==> config.mk <==
export PLATFORM = sky130hd
export DESIGN_NAME = spectral_bin_random_jitter_top_flat
export DESIGN_NICKNAME = d
export VERILOG_FILES = /design/src/hdl/spbj_pkg.sv /design/src/hdl/spbj_if.sv /design/src/hdl/spectral_bin_random_jitter_top.sv /design/src/hdl/spbj_ctrl.sv /design/src/hdl/spbj_datapath.sv /design/src/flat_wrapper.sv
export SDC_FILE = /design/constraint.sdc
export NUM_CORES = 2
export LEC_CHECK = 0
export BUFFER_PORTS_ARGS = -buffer_cell sky130_fd_sc_hd__buf_2
export CAP_MARGIN = 10
export CORE_AREA = 2 2 314 626
export CTS_CLUSTER_DIAMETER = 40
export CTS_CLUSTER_SIZE = 30
export DETAILED_ROUTE_END_ITERATION = 12
export DIE_AREA = 0 0 316 628
export PLACE_DENSITY = 0.63
export SLEW_MARGIN = 20
export SYNTH_ARGS = -nofsm -noshare
export SYNTH_HDL_FRONTEND = slang
export SYNTH_HIERARCHICAL = 1
export SYNTH_SLANG_ARGS = --single-unit
==> constraint.sdc <==
create_clock -name clock -period 25.3 [get_ports clock]
set_input_delay 0 -clock clock [delete_from_list [all_inputs] [get_ports clock]]
set_output_delay 0 -clock clock [all_outputs]
set_load 0.02 [all_outputs]
==> src/hdl/spbj_pkg.sv <==
// spbj_pkg: widths, constants and shared types of the spectral bin jitter block
// no dependencies; the rtl files refer to it by scoped names, the bench imports it
`timescale 1ns / 1ps

package spbj_pkg;

   localparam int DATA_W    = 32;
   localparam int STATE_W   = 31;
   localparam int BIN_W     = 11;
   localparam int DIVR_W    = BIN_W + 1;
   localparam int QUO_W     = 31;
   localparam int MULT_W    = 30;
   localparam int PROD_W    = STATE_W + MULT_W;
   localparam int NUM_W     = 2 * DATA_W;
   localparam int CSR_IDX_W = 4;
   localparam int DIV_STEPS = QUO_W;
   localparam int CNT_W     = $clog2(DIV_STEPS);

   // generator multiplier, modulus 2^31-1
   localparam logic [MULT_W-1:0]  GEN_MULT   = 30'd742938285;
   localparam logic [STATE_W-1:0] SEED_RESET = 31'd1;
   // draw offset 2^30 turns the state into a q1.31 value in [-0.5,0.5)
   localparam logic [DATA_W-1:0]  XQ_OFFSET  = 32'h4000_0000;

   typedef enum logic [CSR_IDX_W-1:0] {
      CSR_SLIDING_MODE = 4'd0,
      CSR_AMP_RATE     = 4'd1,
      CSR_FREQ_RATE    = 4'd2,
      CSR_SEED_INIT    = 4'd3
   } spbj_csr_index_type;

   typedef struct packed {
      logic capture;
      logic draw_mul;
      logic draw_red;
      logic jit_mul;
      logic jit_load;
      logic div_step;
      logic finish_amp;
      logic finish_out;
      logic amp_phase;
   } spbj_cmd_type;

   typedef struct packed {
      logic sliding_mode;
      logic out_free;
   } spbj_status_type;

endpackage

==> src/hdl/spbj_if.sv <==
// spbj channel interfaces: input bin, result bin and register write channel
// depends on spbj_pkg for field widths
`timescale 1ns / 1ps

interface spbj_req_if;
   logic                                 valid;
   logic                                 ready;
   logic signed [spbj_pkg::DATA_W-1:0]   amp_in;
   logic signed [spbj_pkg::DATA_W-1:0]   freq_in;
   logic        [spbj_pkg::BIN_W-1:0]    bin_index;

   modport source (output valid, output amp_in, output freq_in, output bin_index,
                   input ready);
   modport sink   (input valid, input amp_in, input freq_in, input bin_index,
                   output ready);
endinterface

interface spbj_rsp_if;
   logic                                 valid;
   logic                                 ready;
   logic signed [spbj_pkg::DATA_W-1:0]   amp_out;
   logic signed [spbj_pkg::DATA_W-1:0]   freq_out;

   modport source (output valid, output amp_out, output freq_out, input ready);
   modport sink   (input valid, input amp_out, input freq_out, output ready);
endinterface

interface spbj_csr_if;
   logic                                 valid;
   logic                                 ready;
   logic [spbj_pkg::CSR_IDX_W-1:0]       index;
   logic [spbj_pkg::DATA_W-1:0]          data;

   modport source (output valid, output index, output data, input ready);
   modport sink   (input valid, input index, input data, output ready);
endinterface

==> src/hdl/spectral_bin_random_jitter_top.sv <==
// spectral_bin_random_jitter_top: top level joining sequencer and datapath
// depends on spbj_pkg, spbj_if, spbj_ctrl and spbj_datapath
`timescale 1ns / 1ps

// Adds random jitter to one spectral bin (amplitude, frequency, bin index k)
// per item, all values signed q16.16. A 31-bit multiplicative generator
// (modulus 2^31-1) advances once per draw and gives x in [-0.5,0.5). In frame
// mode the amplitude passes and the frequency gets freq_rate*x/(2k+1); in
// sliding mode the amplitude gets amp_rate*x and the frequency, from a second
// draw, freq_rate*x/(k+1). Quotients truncate toward zero and sums saturate.
// One item is worked at a time, through a draw/multiply pass per draw (two in
// sliding mode) and the 31-step radix-2 divider for the frequency term. The
// result sits in an output register, so the next item is accepted while it
// waits. Writing seed_init reloads the generator.
// Registers: 0 sliding_mode, 1 amp_rate, 2 freq_rate, 3 seed_init; writes to
// other indexes are ignored, writes are always taken and are meant for idle.

module spectral_bin_random_jitter_top (
   input  logic        clock,
   input  logic        reset,
   spbj_req_if.sink    req_chan,
   spbj_rsp_if.source  rsp_chan,
   spbj_csr_if.sink    csr_chan
);

   spbj_pkg::spbj_cmd_type    cmd;
   spbj_pkg::spbj_status_type status;

   // register writes never stall
   assign csr_chan.ready = 1'b1;

   // sequencer: one-hot state machine, owns the input handshake
   spbj_ctrl u_ctrl (
      .clock     (clock),
      .reset     (reset),
      .req_valid (req_chan.valid),
      .req_ready (req_chan.ready),
      .status    (status),
      .cmd       (cmd)
   );

   // datapath: config registers, generator, multiply, divider, result register
   spbj_datapath u_datapath (
      .clock     (clock),
      .reset     (reset),
      .cmd       (cmd),
      .status    (status),
      .csr_valid (csr_chan.valid),
      .csr_index (csr_chan.index),
      .csr_data  (csr_chan.data),
      .amp_in    (req_chan.amp_in),
      .freq_in   (req_chan.freq_in),
      .bin_index (req_chan.bin_index),
      .rsp_valid (rsp_chan.valid),
      .rsp_ready (rsp_chan.ready),
      .amp_out   (rsp_chan.amp_out),
      .freq_out  (rsp_chan.freq_out)
   );

endmodule

==> src/hdl/spbj_ctrl.sv <==
// spbj_ctrl: sequencer for draw, multiply, divide and finish steps
// depends on spbj_pkg (command and status types, step counts)
`timescale 1ns / 1ps

module spbj_ctrl (
   input  logic                      clock,
   input  logic                      reset,
   input  logic                      req_valid,
   output logic                      req_ready,
   input  spbj_pkg::spbj_status_type status,
   output spbj_pkg::spbj_cmd_type    cmd
);

   typedef enum logic [6:0] {
      ST_IDLE     = 7'b0000001,
      ST_DRAW_MUL = 7'b0000010,
      ST_DRAW_RED = 7'b0000100,
      ST_JIT_MUL  = 7'b0001000,
      ST_JIT_LOAD = 7'b0010000,
      ST_DIVIDE   = 7'b0100000,
      ST_FINISH   = 7'b1000000
   } spbj_state_type;

   localparam logic [spbj_pkg::CNT_W-1:0] CNT_LAST = spbj_pkg::CNT_W'(spbj_pkg::DIV_STEPS - 1);

   spbj_state_type                state_ff, state_in;
   logic                          phase_ff, phase_in;
   logic [spbj_pkg::CNT_W-1:0]    cnt_ff, cnt_in;

   always_comb begin
      state_in  = state_ff;
      phase_in  = phase_ff;
      cnt_in    = cnt_ff;
      req_ready = 1'b0;
      cmd       = '0;
      cmd.amp_phase = phase_ff;
      unique case (state_ff)
         ST_IDLE: begin
            req_ready = 1'b1;
            if (req_valid) begin
               cmd.capture = 1'b1;
               phase_in    = status.sliding_mode;
               state_in    = ST_DRAW_MUL;
            end
         end
         ST_DRAW_MUL: begin
            cmd.draw_mul = 1'b1;
            state_in     = ST_DRAW_RED;
         end
         ST_DRAW_RED: begin
            cmd.draw_red = 1'b1;
            state_in     = ST_JIT_MUL;
         end
         ST_JIT_MUL: begin
            cmd.jit_mul = 1'b1;
            state_in    = ST_JIT_LOAD;
         end
         ST_JIT_LOAD: begin
            cmd.jit_load = 1'b1;
            cnt_in       = '0;
            // amplitude term divides by one: no iterations needed
            state_in     = phase_ff ? ST_FINISH : ST_DIVIDE;
         end
         ST_DIVIDE: begin
            cmd.div_step = 1'b1;
            cnt_in       = cnt_ff + 1'b1;
            if (cnt_ff == CNT_LAST) begin
               state_in = ST_FINISH;
            end
         end
         ST_FINISH: begin
            if (phase_ff) begin
               cmd.finish_amp = 1'b1;
               phase_in       = 1'b0;
               state_in       = ST_DRAW_MUL;
            end else if (status.out_free) begin
               cmd.finish_out = 1'b1;
               state_in       = ST_IDLE;
            end
         end
         default: begin
            state_in = ST_IDLE;
         end
      endcase
   end

   always_ff @(posedge clock) begin
      if (reset) begin
         state_ff <= ST_IDLE;
         phase_ff <= 1'b0;
         cnt_ff   <= '0;
      end else begin
         state_ff <= state_in;
         phase_ff <= phase_in;
         cnt_ff   <= cnt_in;
      end
   end

`ifndef SYNTHESIS
   a_cnt_range: assert property (@(posedge clock) disable iff (reset)
      state_ff == ST_DIVIDE |-> cnt_ff <= CNT_LAST)
      else $error("divide step count out of range");

   a_accept_phase: assert property (@(posedge clock) disable iff (reset)
      req_valid && req_ready |=> state_ff == ST_DRAW_MUL
                                 && phase_ff == $past(status.sliding_mode))
      else $error("accepted item did not start with the right phase");

   a_amp_to_freq: assert property (@(posedge clock) disable iff (reset)
      state_ff == ST_FINISH && phase_ff |=> state_ff == ST_DRAW_MUL && !phase_ff)
      else $error("amplitude phase not followed by frequency draw");
`endif

endmodule

==> src/hdl/spbj_datapath.sv <==
// spbj_datapath: registers, generator, gain multiply, restoring divider, saturation
// depends on spbj_pkg (widths, constants, command and status types)
`timescale 1ns / 1ps

module spbj_datapath (
   input  logic                             clock,
   input  logic                             reset,
   input  spbj_pkg::spbj_cmd_type           cmd,
   output spbj_pkg::spbj_status_type        status,
   input  logic                             csr_valid,
   input  logic [spbj_pkg::CSR_IDX_W-1:0]   csr_index,
   input  logic [spbj_pkg::DATA_W-1:0]      csr_data,
   input  logic [spbj_pkg::DATA_W-1:0]      amp_in,
   input  logic [spbj_pkg::DATA_W-1:0]      freq_in,
   input  logic [spbj_pkg::BIN_W-1:0]       bin_index,
   output logic                             rsp_valid,
   input  logic                             rsp_ready,
   output logic [spbj_pkg::DATA_W-1:0]      amp_out,
   output logic [spbj_pkg::DATA_W-1:0]      freq_out
);

   localparam int DW = spbj_pkg::DATA_W;
   localparam int SW = spbj_pkg::STATE_W;
   localparam int QW = spbj_pkg::QUO_W;
   localparam int RW = spbj_pkg::DIVR_W;

   // configuration
   logic                         mode_ff, mode_in;
   logic [DW-1:0]                amp_rate_ff, amp_rate_in;
   logic [DW-1:0]                freq_rate_ff, freq_rate_in;
   logic [SW-1:0]                gen_state_ff, gen_state_in;
   // item payload and working registers
   logic [DW-1:0]                amp_ff, amp_in_nx;
   logic [DW-1:0]                freq_ff, freq_in_nx;
   logic [spbj_pkg::BIN_W-1:0]   k_ff, k_in;
   logic [DW-1:0]                amp_res_ff, amp_res_in;
   logic [spbj_pkg::PROD_W-1:0]  prod_ff, prod_in;
   logic [spbj_pkg::NUM_W-1:0]   num_ff, num_in;
   logic                         neg_ff, neg_in;
   logic [QW-1:0]                quo_ff, quo_in;
   logic [RW-1:0]                rem_ff, rem_in;
   logic [RW-1:0]                div_ff, div_in;
   // result register
   logic                         rsp_valid_ff, rsp_valid_in;
   logic [DW-1:0]                rsp_amp_ff, rsp_amp_in;
   logic [DW-1:0]                rsp_freq_ff, rsp_freq_in;

   logic [DW-1:0]                fold;
   logic [DW-1:0]                xq;
   logic [DW-1:0]                rate_sel;
   logic [spbj_pkg::NUM_W-1:0]   abs_num;
   logic [RW:0]                  trial;
   logic                         fits;
   logic [DW:0]                  quo_ext;
   logic [DW:0]                  term;
   logic [DW-1:0]                base;
   logic [DW+1:0]                sum;
   logic [DW-1:0]                sat;
   logic                         out_free;

   assign out_free = !rsp_valid_ff || rsp_ready;
   assign status.sliding_mode = mode_ff;
   assign status.out_free     = out_free;

   assign rsp_valid = rsp_valid_ff;
   assign amp_out   = rsp_amp_ff;
   assign freq_out  = rsp_freq_ff;

   always_comb begin
      // mersenne fold of the product, the second fold cannot carry out
      fold     = {1'b0, prod_ff[SW-1:0]} + {2'b00, prod_ff[spbj_pkg::PROD_W-1:SW]};
      xq       = {1'b0, gen_state_ff} - spbj_pkg::XQ_OFFSET;
      rate_sel = cmd.amp_phase ? amp_rate_ff : freq_rate_ff;
      abs_num  = num_ff[spbj_pkg::NUM_W-1] ? (~num_ff + 1'b1) : num_ff;
      trial    = {rem_ff, quo_ff[QW-1]};
      fits     = trial >= {1'b0, div_ff};
      quo_ext  = {{(DW + 1 - QW){1'b0}}, quo_ff};
      term     = neg_ff ? (~quo_ext + 1'b1) : quo_ext;
      base     = cmd.amp_phase ? amp_ff : freq_ff;
      sum      = {{2{base[DW-1]}}, base} + {term[DW], term};
      if (sum[DW+1:DW-1] == 3'b000 || sum[DW+1:DW-1] == 3'b111) begin
         sat = sum[DW-1:0];
      end else if (sum[DW+1]) begin
         sat = {1'b1, {(DW-1){1'b0}}};
      end else begin
         sat = {1'b0, {(DW-1){1'b1}}};
      end
   end

   always_comb begin
      mode_in      = mode_ff;
      amp_rate_in  = amp_rate_ff;
      freq_rate_in = freq_rate_ff;
      gen_state_in = gen_state_ff;
      amp_in_nx    = amp_ff;
      freq_in_nx   = freq_ff;
      k_in         = k_ff;
      amp_res_in   = amp_res_ff;
      prod_in      = prod_ff;
      num_in       = num_ff;
      neg_in       = neg_ff;
      quo_in       = quo_ff;
      rem_in       = rem_ff;
      div_in       = div_ff;
      rsp_valid_in = rsp_valid_ff;
      rsp_amp_in   = rsp_amp_ff;
      rsp_freq_in  = rsp_freq_ff;

      if (csr_valid) begin
         unique case (csr_index)
            spbj_pkg::CSR_SLIDING_MODE: mode_in      = csr_data[0];
            spbj_pkg::CSR_AMP_RATE:     amp_rate_in  = csr_data;
            spbj_pkg::CSR_FREQ_RATE:    freq_rate_in = csr_data;
            spbj_pkg::CSR_SEED_INIT:    gen_state_in = csr_data[SW-1:0];
            default: begin
            end
         endcase
      end

      if (cmd.capture) begin
         amp_in_nx  = amp_in;
         freq_in_nx = freq_in;
         k_in       = bin_index;
         amp_res_in = amp_in;
      end
      if (cmd.draw_mul) begin
         prod_in = spbj_pkg::PROD_W'(gen_state_ff) * spbj_pkg::PROD_W'(spbj_pkg::GEN_MULT);
      end
      if (cmd.draw_red) begin
         gen_state_in = fold[SW-1:0] + {{(SW-1){1'b0}}, fold[DW-1]};
      end
      if (cmd.jit_mul) begin
         num_in = spbj_pkg::NUM_W'($signed(rate_sel)) * spbj_pkg::NUM_W'($signed(xq));
      end
      if (cmd.jit_load) begin
         // drop the 2^31 scale first, then divide by the bin divisor
         neg_in = num_ff[spbj_pkg::NUM_W-1];
         quo_in = abs_num[QW + DW - 2:DW - 1];
         rem_in = '0;
         div_in = mode_ff ? ({1'b0, k_ff} + 1'b1) : {k_ff, 1'b1};
      end
      if (cmd.div_step) begin
         rem_in = fits ? (trial[RW-1:0] - div_ff) : trial[RW-1:0];
         quo_in = {quo_ff[QW-2:0], fits};
      end
      if (cmd.finish_amp) begin
         amp_res_in = sat;
      end

      if (cmd.finish_out) begin
         rsp_valid_in = 1'b1;
         rsp_amp_in   = amp_res_ff;
         rsp_freq_in  = sat;
      end else if (rsp_ready) begin
         rsp_valid_in = 1'b0;
      end
   end

   always_ff @(posedge clock) begin
      if (reset) begin
         mode_ff      <= 1'b0;
         amp_rate_ff  <= '0;
         freq_rate_ff <= '0;
         gen_state_ff <= spbj_pkg::SEED_RESET;
         rsp_valid_ff <= 1'b0;
      end else begin
         mode_ff      <= mode_in;
         amp_rate_ff  <= amp_rate_in;
         freq_rate_ff <= freq_rate_in;
         gen_state_ff <= gen_state_in;
         rsp_valid_ff <= rsp_valid_in;
      end
   end

   always_ff @(posedge clock) begin
      amp_ff      <= amp_in_nx;
      freq_ff     <= freq_in_nx;
      k_ff        <= k_in;
      amp_res_ff  <= amp_res_in;
      prod_ff     <= prod_in;
      num_ff      <= num_in;
      neg_ff      <= neg_in;
      quo_ff      <= quo_in;
      rem_ff      <= rem_in;
      div_ff      <= div_in;
      rsp_amp_ff  <= rsp_amp_in;
      rsp_freq_ff <= rsp_freq_in;
   end

`ifndef SYNTHESIS
   a_out_free: assert property (@(posedge clock) disable iff (reset)
      cmd.finish_out |-> out_free)
      else $error("result written while previous item still held");

   a_rem_bound: assert property (@(posedge clock) disable iff (reset)
      cmd.div_step |-> rem_ff < div_ff && div_ff != '0)
      else $error("divider remainder out of range");

   a_out_valid: assert property (@(posedge clock) disable iff (reset)
      cmd.finish_out |=> rsp_valid_ff)
      else $error("finished item not presented");
`endif

endmodule

==> src/flat_wrapper.sv <==
// flat-port wrapper written by rule: the top's interface ports become plain ports
module spectral_bin_random_jitter_top_flat 
  (clock, reset, req_chan_valid, req_chan_amp_in, req_chan_freq_in, req_chan_bin_index, req_chan_ready, rsp_chan_valid, rsp_chan_amp_out, rsp_chan_freq_out, rsp_chan_ready, csr_chan_valid, csr_chan_index, csr_chan_data, csr_chan_ready);
  spbj_req_if req_chan_i ();
  spbj_rsp_if rsp_chan_i ();
  spbj_csr_if csr_chan_i ();
  input  logic clock;
  input  logic reset;
  input wire logic [$bits(req_chan_i.valid)-1:0] req_chan_valid;
  input wire logic [$bits(req_chan_i.amp_in)-1:0] req_chan_amp_in;
  input wire logic [$bits(req_chan_i.freq_in)-1:0] req_chan_freq_in;
  input wire logic [$bits(req_chan_i.bin_index)-1:0] req_chan_bin_index;
  output wire logic [$bits(req_chan_i.ready)-1:0] req_chan_ready;
  output wire logic [$bits(rsp_chan_i.valid)-1:0] rsp_chan_valid;
  output wire logic [$bits(rsp_chan_i.amp_out)-1:0] rsp_chan_amp_out;
  output wire logic [$bits(rsp_chan_i.freq_out)-1:0] rsp_chan_freq_out;
  input wire logic [$bits(rsp_chan_i.ready)-1:0] rsp_chan_ready;
  input wire logic [$bits(csr_chan_i.valid)-1:0] csr_chan_valid;
  input wire logic [$bits(csr_chan_i.index)-1:0] csr_chan_index;
  input wire logic [$bits(csr_chan_i.data)-1:0] csr_chan_data;
  output wire logic [$bits(csr_chan_i.ready)-1:0] csr_chan_ready;
  assign req_chan_i.valid = req_chan_valid;
  assign req_chan_i.amp_in = req_chan_amp_in;
  assign req_chan_i.freq_in = req_chan_freq_in;
  assign req_chan_i.bin_index = req_chan_bin_index;
  assign req_chan_ready = req_chan_i.ready;
  assign rsp_chan_valid = rsp_chan_i.valid;
  assign rsp_chan_amp_out = rsp_chan_i.amp_out;
  assign rsp_chan_freq_out = rsp_chan_i.freq_out;
  assign rsp_chan_i.ready = rsp_chan_ready;
  assign csr_chan_i.valid = csr_chan_valid;
  assign csr_chan_i.index = csr_chan_index;
  assign csr_chan_i.data = csr_chan_data;
  assign csr_chan_ready = csr_chan_i.ready;
  spectral_bin_random_jitter_top u_core (.clock(clock), .reset(reset), .req_chan(req_chan_i), .rsp_chan(rsp_chan_i), .csr_chan(csr_chan_i));
endmodule
Word level (Yosys, flattened, before mapping)
Cells that the tools add are included.
Word-level totals
  register bits: 462
  word-level logic and storage cells: 108
  bits of input ports: 116
Cells by class
  reduce and logical (&&, ||, !) cells: 18
  magnitude comparators: 1
  muxes and demuxes: 40
  bitwise gates (word level): 2
  $mul: 2
  equal/unequal tests: 15
  add/subtract/negate cells: 9
Operators by type and width (count)
  32-bit two-way mux: 6
  31-bit two-way mux: 5
  32-bit by 32-bit multiplier with 64-bit output: 1
  62-bit by 1-bit adder with 62-bit output (second input constant): 1
  62-bit two-way mux: 1
  62-bit inverter: 1
  31-bit by 30-bit multiplier with 61-bit output (second input constant): 1
  7-bit case mux with 7 select lines: 1
  12-bit two-way mux: 4
  7-bit two-way mux: 5
  32-bit by 33-bit adder with 34-bit output: 1
  33-bit by 1-bit adder with 33-bit output (second input constant): 1
  33-bit two-way mux: 1
  31-bit inverter with 33-bit output: 1
  31-bit by 30-bit adder with 32-bit output: 1
  31-bit by 31-bit subtractor with 32-bit output (second input constant): 1
  31-bit by 1-bit adder with 31-bit output: 1
  1-bit two-way mux: 14
  2-bit nonzero test: 7
  13-bit by 12-bit greater-or-equal comparator with 1-bit output: 1
  11-bit by 1-bit adder with 12-bit output (second input constant): 1
  12-bit subtractor: 1
  5-bit case mux with 2 select lines: 1
  2-bit AND reduction: 5
  21 further kinds: 24

Longest topological paths before layout
  depth in word-level cells: 8
  gate-level depth with buffers: 35
  depth with buffers taken out: 29

Hierarchy
The synthesis kept the hierarchy.
By module, submodules not included
  spbj_datapath: area an instance 72309.4 um2, instances 1, cells each 7425, seq. area each 12482.0 um2
  spbj_ctrl: area an instance 838.3 um2, instances 1, cells each 100, seq. area each 260.2 um2
  spectral_bin_random_jitter_top: area an instance 11.3 um2, instances 1, cells each 2, seq. area each 0.0 um2

Worst setup path before layout
No wires, ideal clock.
  path kind: reg2reg
  start: register u_core.u_ctrl.phase_ff
  end: register u_core/u_datapath/num_ff[60] (netlist name) (data pin)
  path buffers: 4
  data required time: 25.041 ns
  stages on the path, launching flop included: 30
  clock period less this slack: 9.348 ns
  arrival: 9.089 ns
  path slack: 15.952 ns
  cell sequence: dfxtp_1 buf_4 clkbuf_1 clkbuf_1 buf_1 mux2i_1 nor2_1 fa_1 inv_1 fa_1 fa_1 inv_1 fa_1 inv_1 fa_1 inv_1 fa_1 inv_1 fa_1 fa_1 inv_1 ha_1 and3_1 nand2_1 or4_1 a2bb2oi_1 a31o_2 o311ai_1 a21oi_1 xnor2_1
On the way
  word-level cells in the longest chain between the ends: 2
RTL lines
  start: declaration: line spbj_ctrl.sv:27  | logic phase_ff, phase_in;
  start signal: assignment: line spbj_ctrl.sv:94  | phase_ff <= phase_in;
  32-bit two-way mux: line spbj_datapath.sv:73  | rate_sel = cmd.amp_phase ? amp_rate_ff : freq_rate_ff;
  32-bit by 32-bit multiplier with 64-bit output: line spbj_datapath.sv:133  | num_in = spbj_pkg::NUM_W'($signed(rate_sel)) * spbj_pkg::NUM_W'($signed(xq));
  end signal: assignment: line spbj_datapath.sv:181  | num_ff <= num_in;
  end: declaration: line spbj_datapath.sv:38  | logic [spbj_pkg::NUM_W-1:0] num_ff, num_in;
No other way between the ends.
A chain may end at the register's enable or synchronous reset.

Worst setup path after layout
Ends and elaborated chain as after synthesis.

==> impl_metrics.py <==
metrics = {
    "status": {
        "status": "finished, final reports clean",
    },
    "grt": {
        "use_met2": 0.384,
        "grt_pass1_vias": 57800,
        "overflow": 0,
        "top_usage_layer": "met2",
        "grt_antenna_before_repair": 8,
        "grt_pass1_wl_mm": 348,
        "grtUsageMet1": 0.299,
        "track_usage": 0.234,
        "met3_usage": 0.0376,
        "grt_max_degree": 75,
    },
    "synth": {
        "synth.distinct_cells": 94,
        "synth_top_area_frac": 0.383,
        "synth_commonest_cells": "inv_1 (1591), fa_1 (1399), nand2_1 (819)",
        "postSynthCellCount": 7527,
        "ys.flop_type": "edfxtp_1",
        "synth_top_area_cell": "fa_1",
        "synth_edf_count": 351,
        "ys_ff_latch": 461,
        "avgSynthCellArea_um2": 9.72,
        "yosysMostFrequentCell": "inv_1",
        "syn_nets": 9638,
        "synth_area_um2": 73200,
        "async_reset_ff_frac": 0,
        "ys_seq_area_frac": 0.174,
        "yosysWarnings": 6,
        "ys_top_cells_by_area": "fa_1 (38%), edfxtp_1 (14%), ha_1 (10%)",
    },
    "floorplanning": {
        "die_h_um": 628,
        "core_um2": 194000,
        "start_util": 0.377,
        "pin_count": 183,
        "num_rows": 229,
        "fp.dieW_um": 316,
        "die_area_um2": 198000,
    },
    "drt": {
        "routed_wl_mm": 228,
        "first_iter_violations": 4310,
        "num_vias": 54600,
        "antenna_left": 0,
        "dr.pass1.iters": 8,
        "wl_per_cell_um": 22.0,
        "vias_per_cell": 5.27,
        "drc": 0,
    },
    "cells_and_area": {
        "drive_gt1_frac": 0.0683,
        "multi_input_area_um2": 53400,
        "area_growth_pct": 10.7,
        "fin_nets": 9878,
        "final-seq-area_um2": 12800,
        "fill_cells": 18700,
    },
    "timing": {
        "rsz0062_at_grt": "false",
        "fin_ws_ns": 15.23,
        "worst_pin_slew_ns": 1.10,
        "finalSetupViolations": 0,
        "relSlewSlack": 0.265,
        "finalHoldViolCount": 0,
        "finalCritPeriodShare": 0.398,
        "fmax_mhz": 99.3,
        "fin_skew_ns": 0.0703,
        "min_period_ns": 10.07,
        "drv_slew": 0,
        "setup_tns_ns": 0,
    },
    "hold_path": {
        "hp-class": "in -> reg",
    },
    "clock_tree": {
        "htreeDepth": 2,
        "numCtsBuffers": 57,
        "root_buffer": "clkbuf_16",
        "insertion_delay_ns": 0.74,
        "post_cts_buffers": 0,
        "clockBufferDepth": 3,
        "path_clk_slew_ns": 0.08,
        "hold_buffers": 189,
        "cts_tree": "built",
        "cts_resized": 0,
        "cts_sinks": 461,
    },
    "pwr": {
        "leakage_uw": 0.0382,
        "p_per_area_nw_per_um2": 31.2,
        "max-vdd-ir-drop_v": 0.0000560,
    },
    "critical_path": {
        "crit_path_start_kind": "flip-flop",
        "required_ns": 25.79,
        "crit_arrival_ns": 10.56,
        "worstPathMaxFanout": 39,
        "setup.worst_path.class": "reg -> reg",
        "cp-end-kind": "flip-flop",
    },
    "placed_design": {
        "port_buffers": 181,
        "gp_congestion": 0.945,
        "hpwl_mm": 176,
        "dp_slack_ns": 15.20,
    },
    "job": {
        "cap_viol_max_count": 0,
    },
}
==> sequential cells by signal (all words and copies together), names as in the netlist <==
register and count:
u_core/u_datapath/amp_out 32, u_core/u_datapath/div_ff 12, u_core/u_datapath/amp_ff 32, u_core/u_datapath/freq_ff 32, u_core/u_datapath/num_ff 63, u_core/u_datapath/freq_out 32
u_core/u_datapath/neg_ff 1, u_core/u_datapath/prod_ff 61, u_core/u_datapath/rsp_valid 1, u_core/u_datapath/amp_rate_ff 32, u_core/u_datapath/k_ff 11, u_core/u_ctrl/state_ff 7
u_core/u_datapath/freq_rate_ff 32, u_core/u_datapath/gen_state_ff 31, u_core/u_datapath/rem_ff 12, u_core/u_ctrl/cnt_ff 5, u_core/u_ctrl/phase_ff 1, u_core/u_datapath/quo_ff 31
u_core/u_datapath/amp_res_ff 32, u_core/u_datapath/mode_ff 1
==> final cells by class <==
class                           instances  area share
Multi-Input combinational cell       5178       0.659
Sequential cell                       461       0.157
Timing Repair Buffer                  474      0.0442
Clock buffer                           58      0.0179
Tap cell                             2541      0.0393
Antenna cell                            3   0.0000927
Inverter                             1595      0.0739
Clock inverter                         50     0.00791
==> path summary, 6_finish.rpt <==
check | start | to | slack [ns] | depth (start not counted)
setup / recovery | u_core/u_ctrl/phase_ff$_SDFFE_PP0P_ | u_core/u_datapath/num_ff[60]$_DFFE_PP_ | 15.23 | 27
hold / removal | req_chan_amp_in[13] | u_core/u_datapath/amp_ff[13]$_DFFE_PP_ | 0.04 | 2
setup reg to reg | u_core/u_ctrl/phase_ff$_SDFFE_PP0P_ | u_core/u_datapath/num_ff[60]$_DFFE_PP_ | 15.23 | 27
hold reg to reg | u_core/u_datapath/amp_res_ff[25]$_DFFE_PP_ | u_core/u_datapath/amp_out[25]$_DFFE_PP_ | 0.42 | 0
==> metrics by stage <==
stage          total power (µW)  cells  cell area, µm²  hold WS [ns]   util
2_1_floorplan              1400   7527           73200        0.0989      -
3_3_place_gp               1620  10100           77000         0.178  0.397
3_5_place_dp               1620  10100           77000         0.179  0.397
4_1_cts                    2540  10400           80900      0.000684  0.417
5_1_grt                    2660  10400           81000        0.0260  0.417
6_report                   2520  10400           81000        0.0431  0.417
==> cell usage in the layout, fill, tap and decap left out, types with 11 or more instances in the layout <==
cell type,synthesis,final
nor4_1,15,15
a21o_1,96,95
dfxtp_1,110,105
mux2i_1,69,64
xor2_1,94,94
o21ai_1,12,11
o21a_1,26,26
fa_1,1399,1399
edfxtp_1,351,351
and2_1,150,149
nor2b_1,32,32
inv_1,1591,1587
or4_1,12,12
o31ai_1,26,26
nor3_1,40,40
or3_1,19,19
xnor2_1,180,180
a31oi_1,59,59
nand4_1,40,40
buf_2,9,180
nor2_1,596,595
o21ai_0,154,154
mux2_2,72,72
and3_1,38,34
nand3_1,79,79
o211ai_1,13,13
buf_4,6,105
a211oi_1,31,31
ha_1,596,596
clkbuf_16,0,58
a21oi_1,283,283
clkinv_8,0,11
dlygate4sd3_1,0,189
a21boi_0,17,17
o21bai_1,35,35
nand2_1,819,819
nand2b_1,27,27
==> metal layers <==
layer / wire length [µm] / vias to the layer above
met5: 59 / -
met1: 89700 / 27800
met4: 12500 / 8
li1: - / 24000
met2: 108000 / 2238
met3: 18100 / 561
==> critical path, cell delays in order (launching register included) <==
cell and delay, ns:
dfxtp_4 0.74, buf_4 0.47, mux2_2 0.61, nand2_1 0.25
inv_1 0.09, fa_1 0.47, inv_1 0.24, fa_1 0.50
fa_1 0.61, inv_1 0.09, fa_1 0.94, inv_1 0.38
fa_1 0.59, inv_1 0.06, fa_1 0.54, inv_1 0.06
fa_1 0.47, inv_1 0.05, fa_1 0.45, ha_1 0.40
and3_1 0.22, nand2_1 0.08, or4_1 0.51, a2bb2oi_1 0.16
a31o_2 0.29, o311ai_1 0.27, a21oi_1 0.12, xnor2_1 0.13
==> logic make-up after synthesis <==
family,count (synthesis),synth area share
simple gates,1922,0.117
fa+ha+maj,1995,0.485
mux,141,0.0205
xor+xnor,274,0.0328
flops,461,0.174
buf+inv,1888,0.0974
compound gates,845,0.0734
other cells,1,0.0000513
==> where the power goes <==
group	switching, µW	leakage [µW]	internal, µW
logic	468	0.0330	284
clock network	415	0.00101	470
registers	16.1	0.00417	872
No activity file was read; power rests on OpenSTA's default activity.
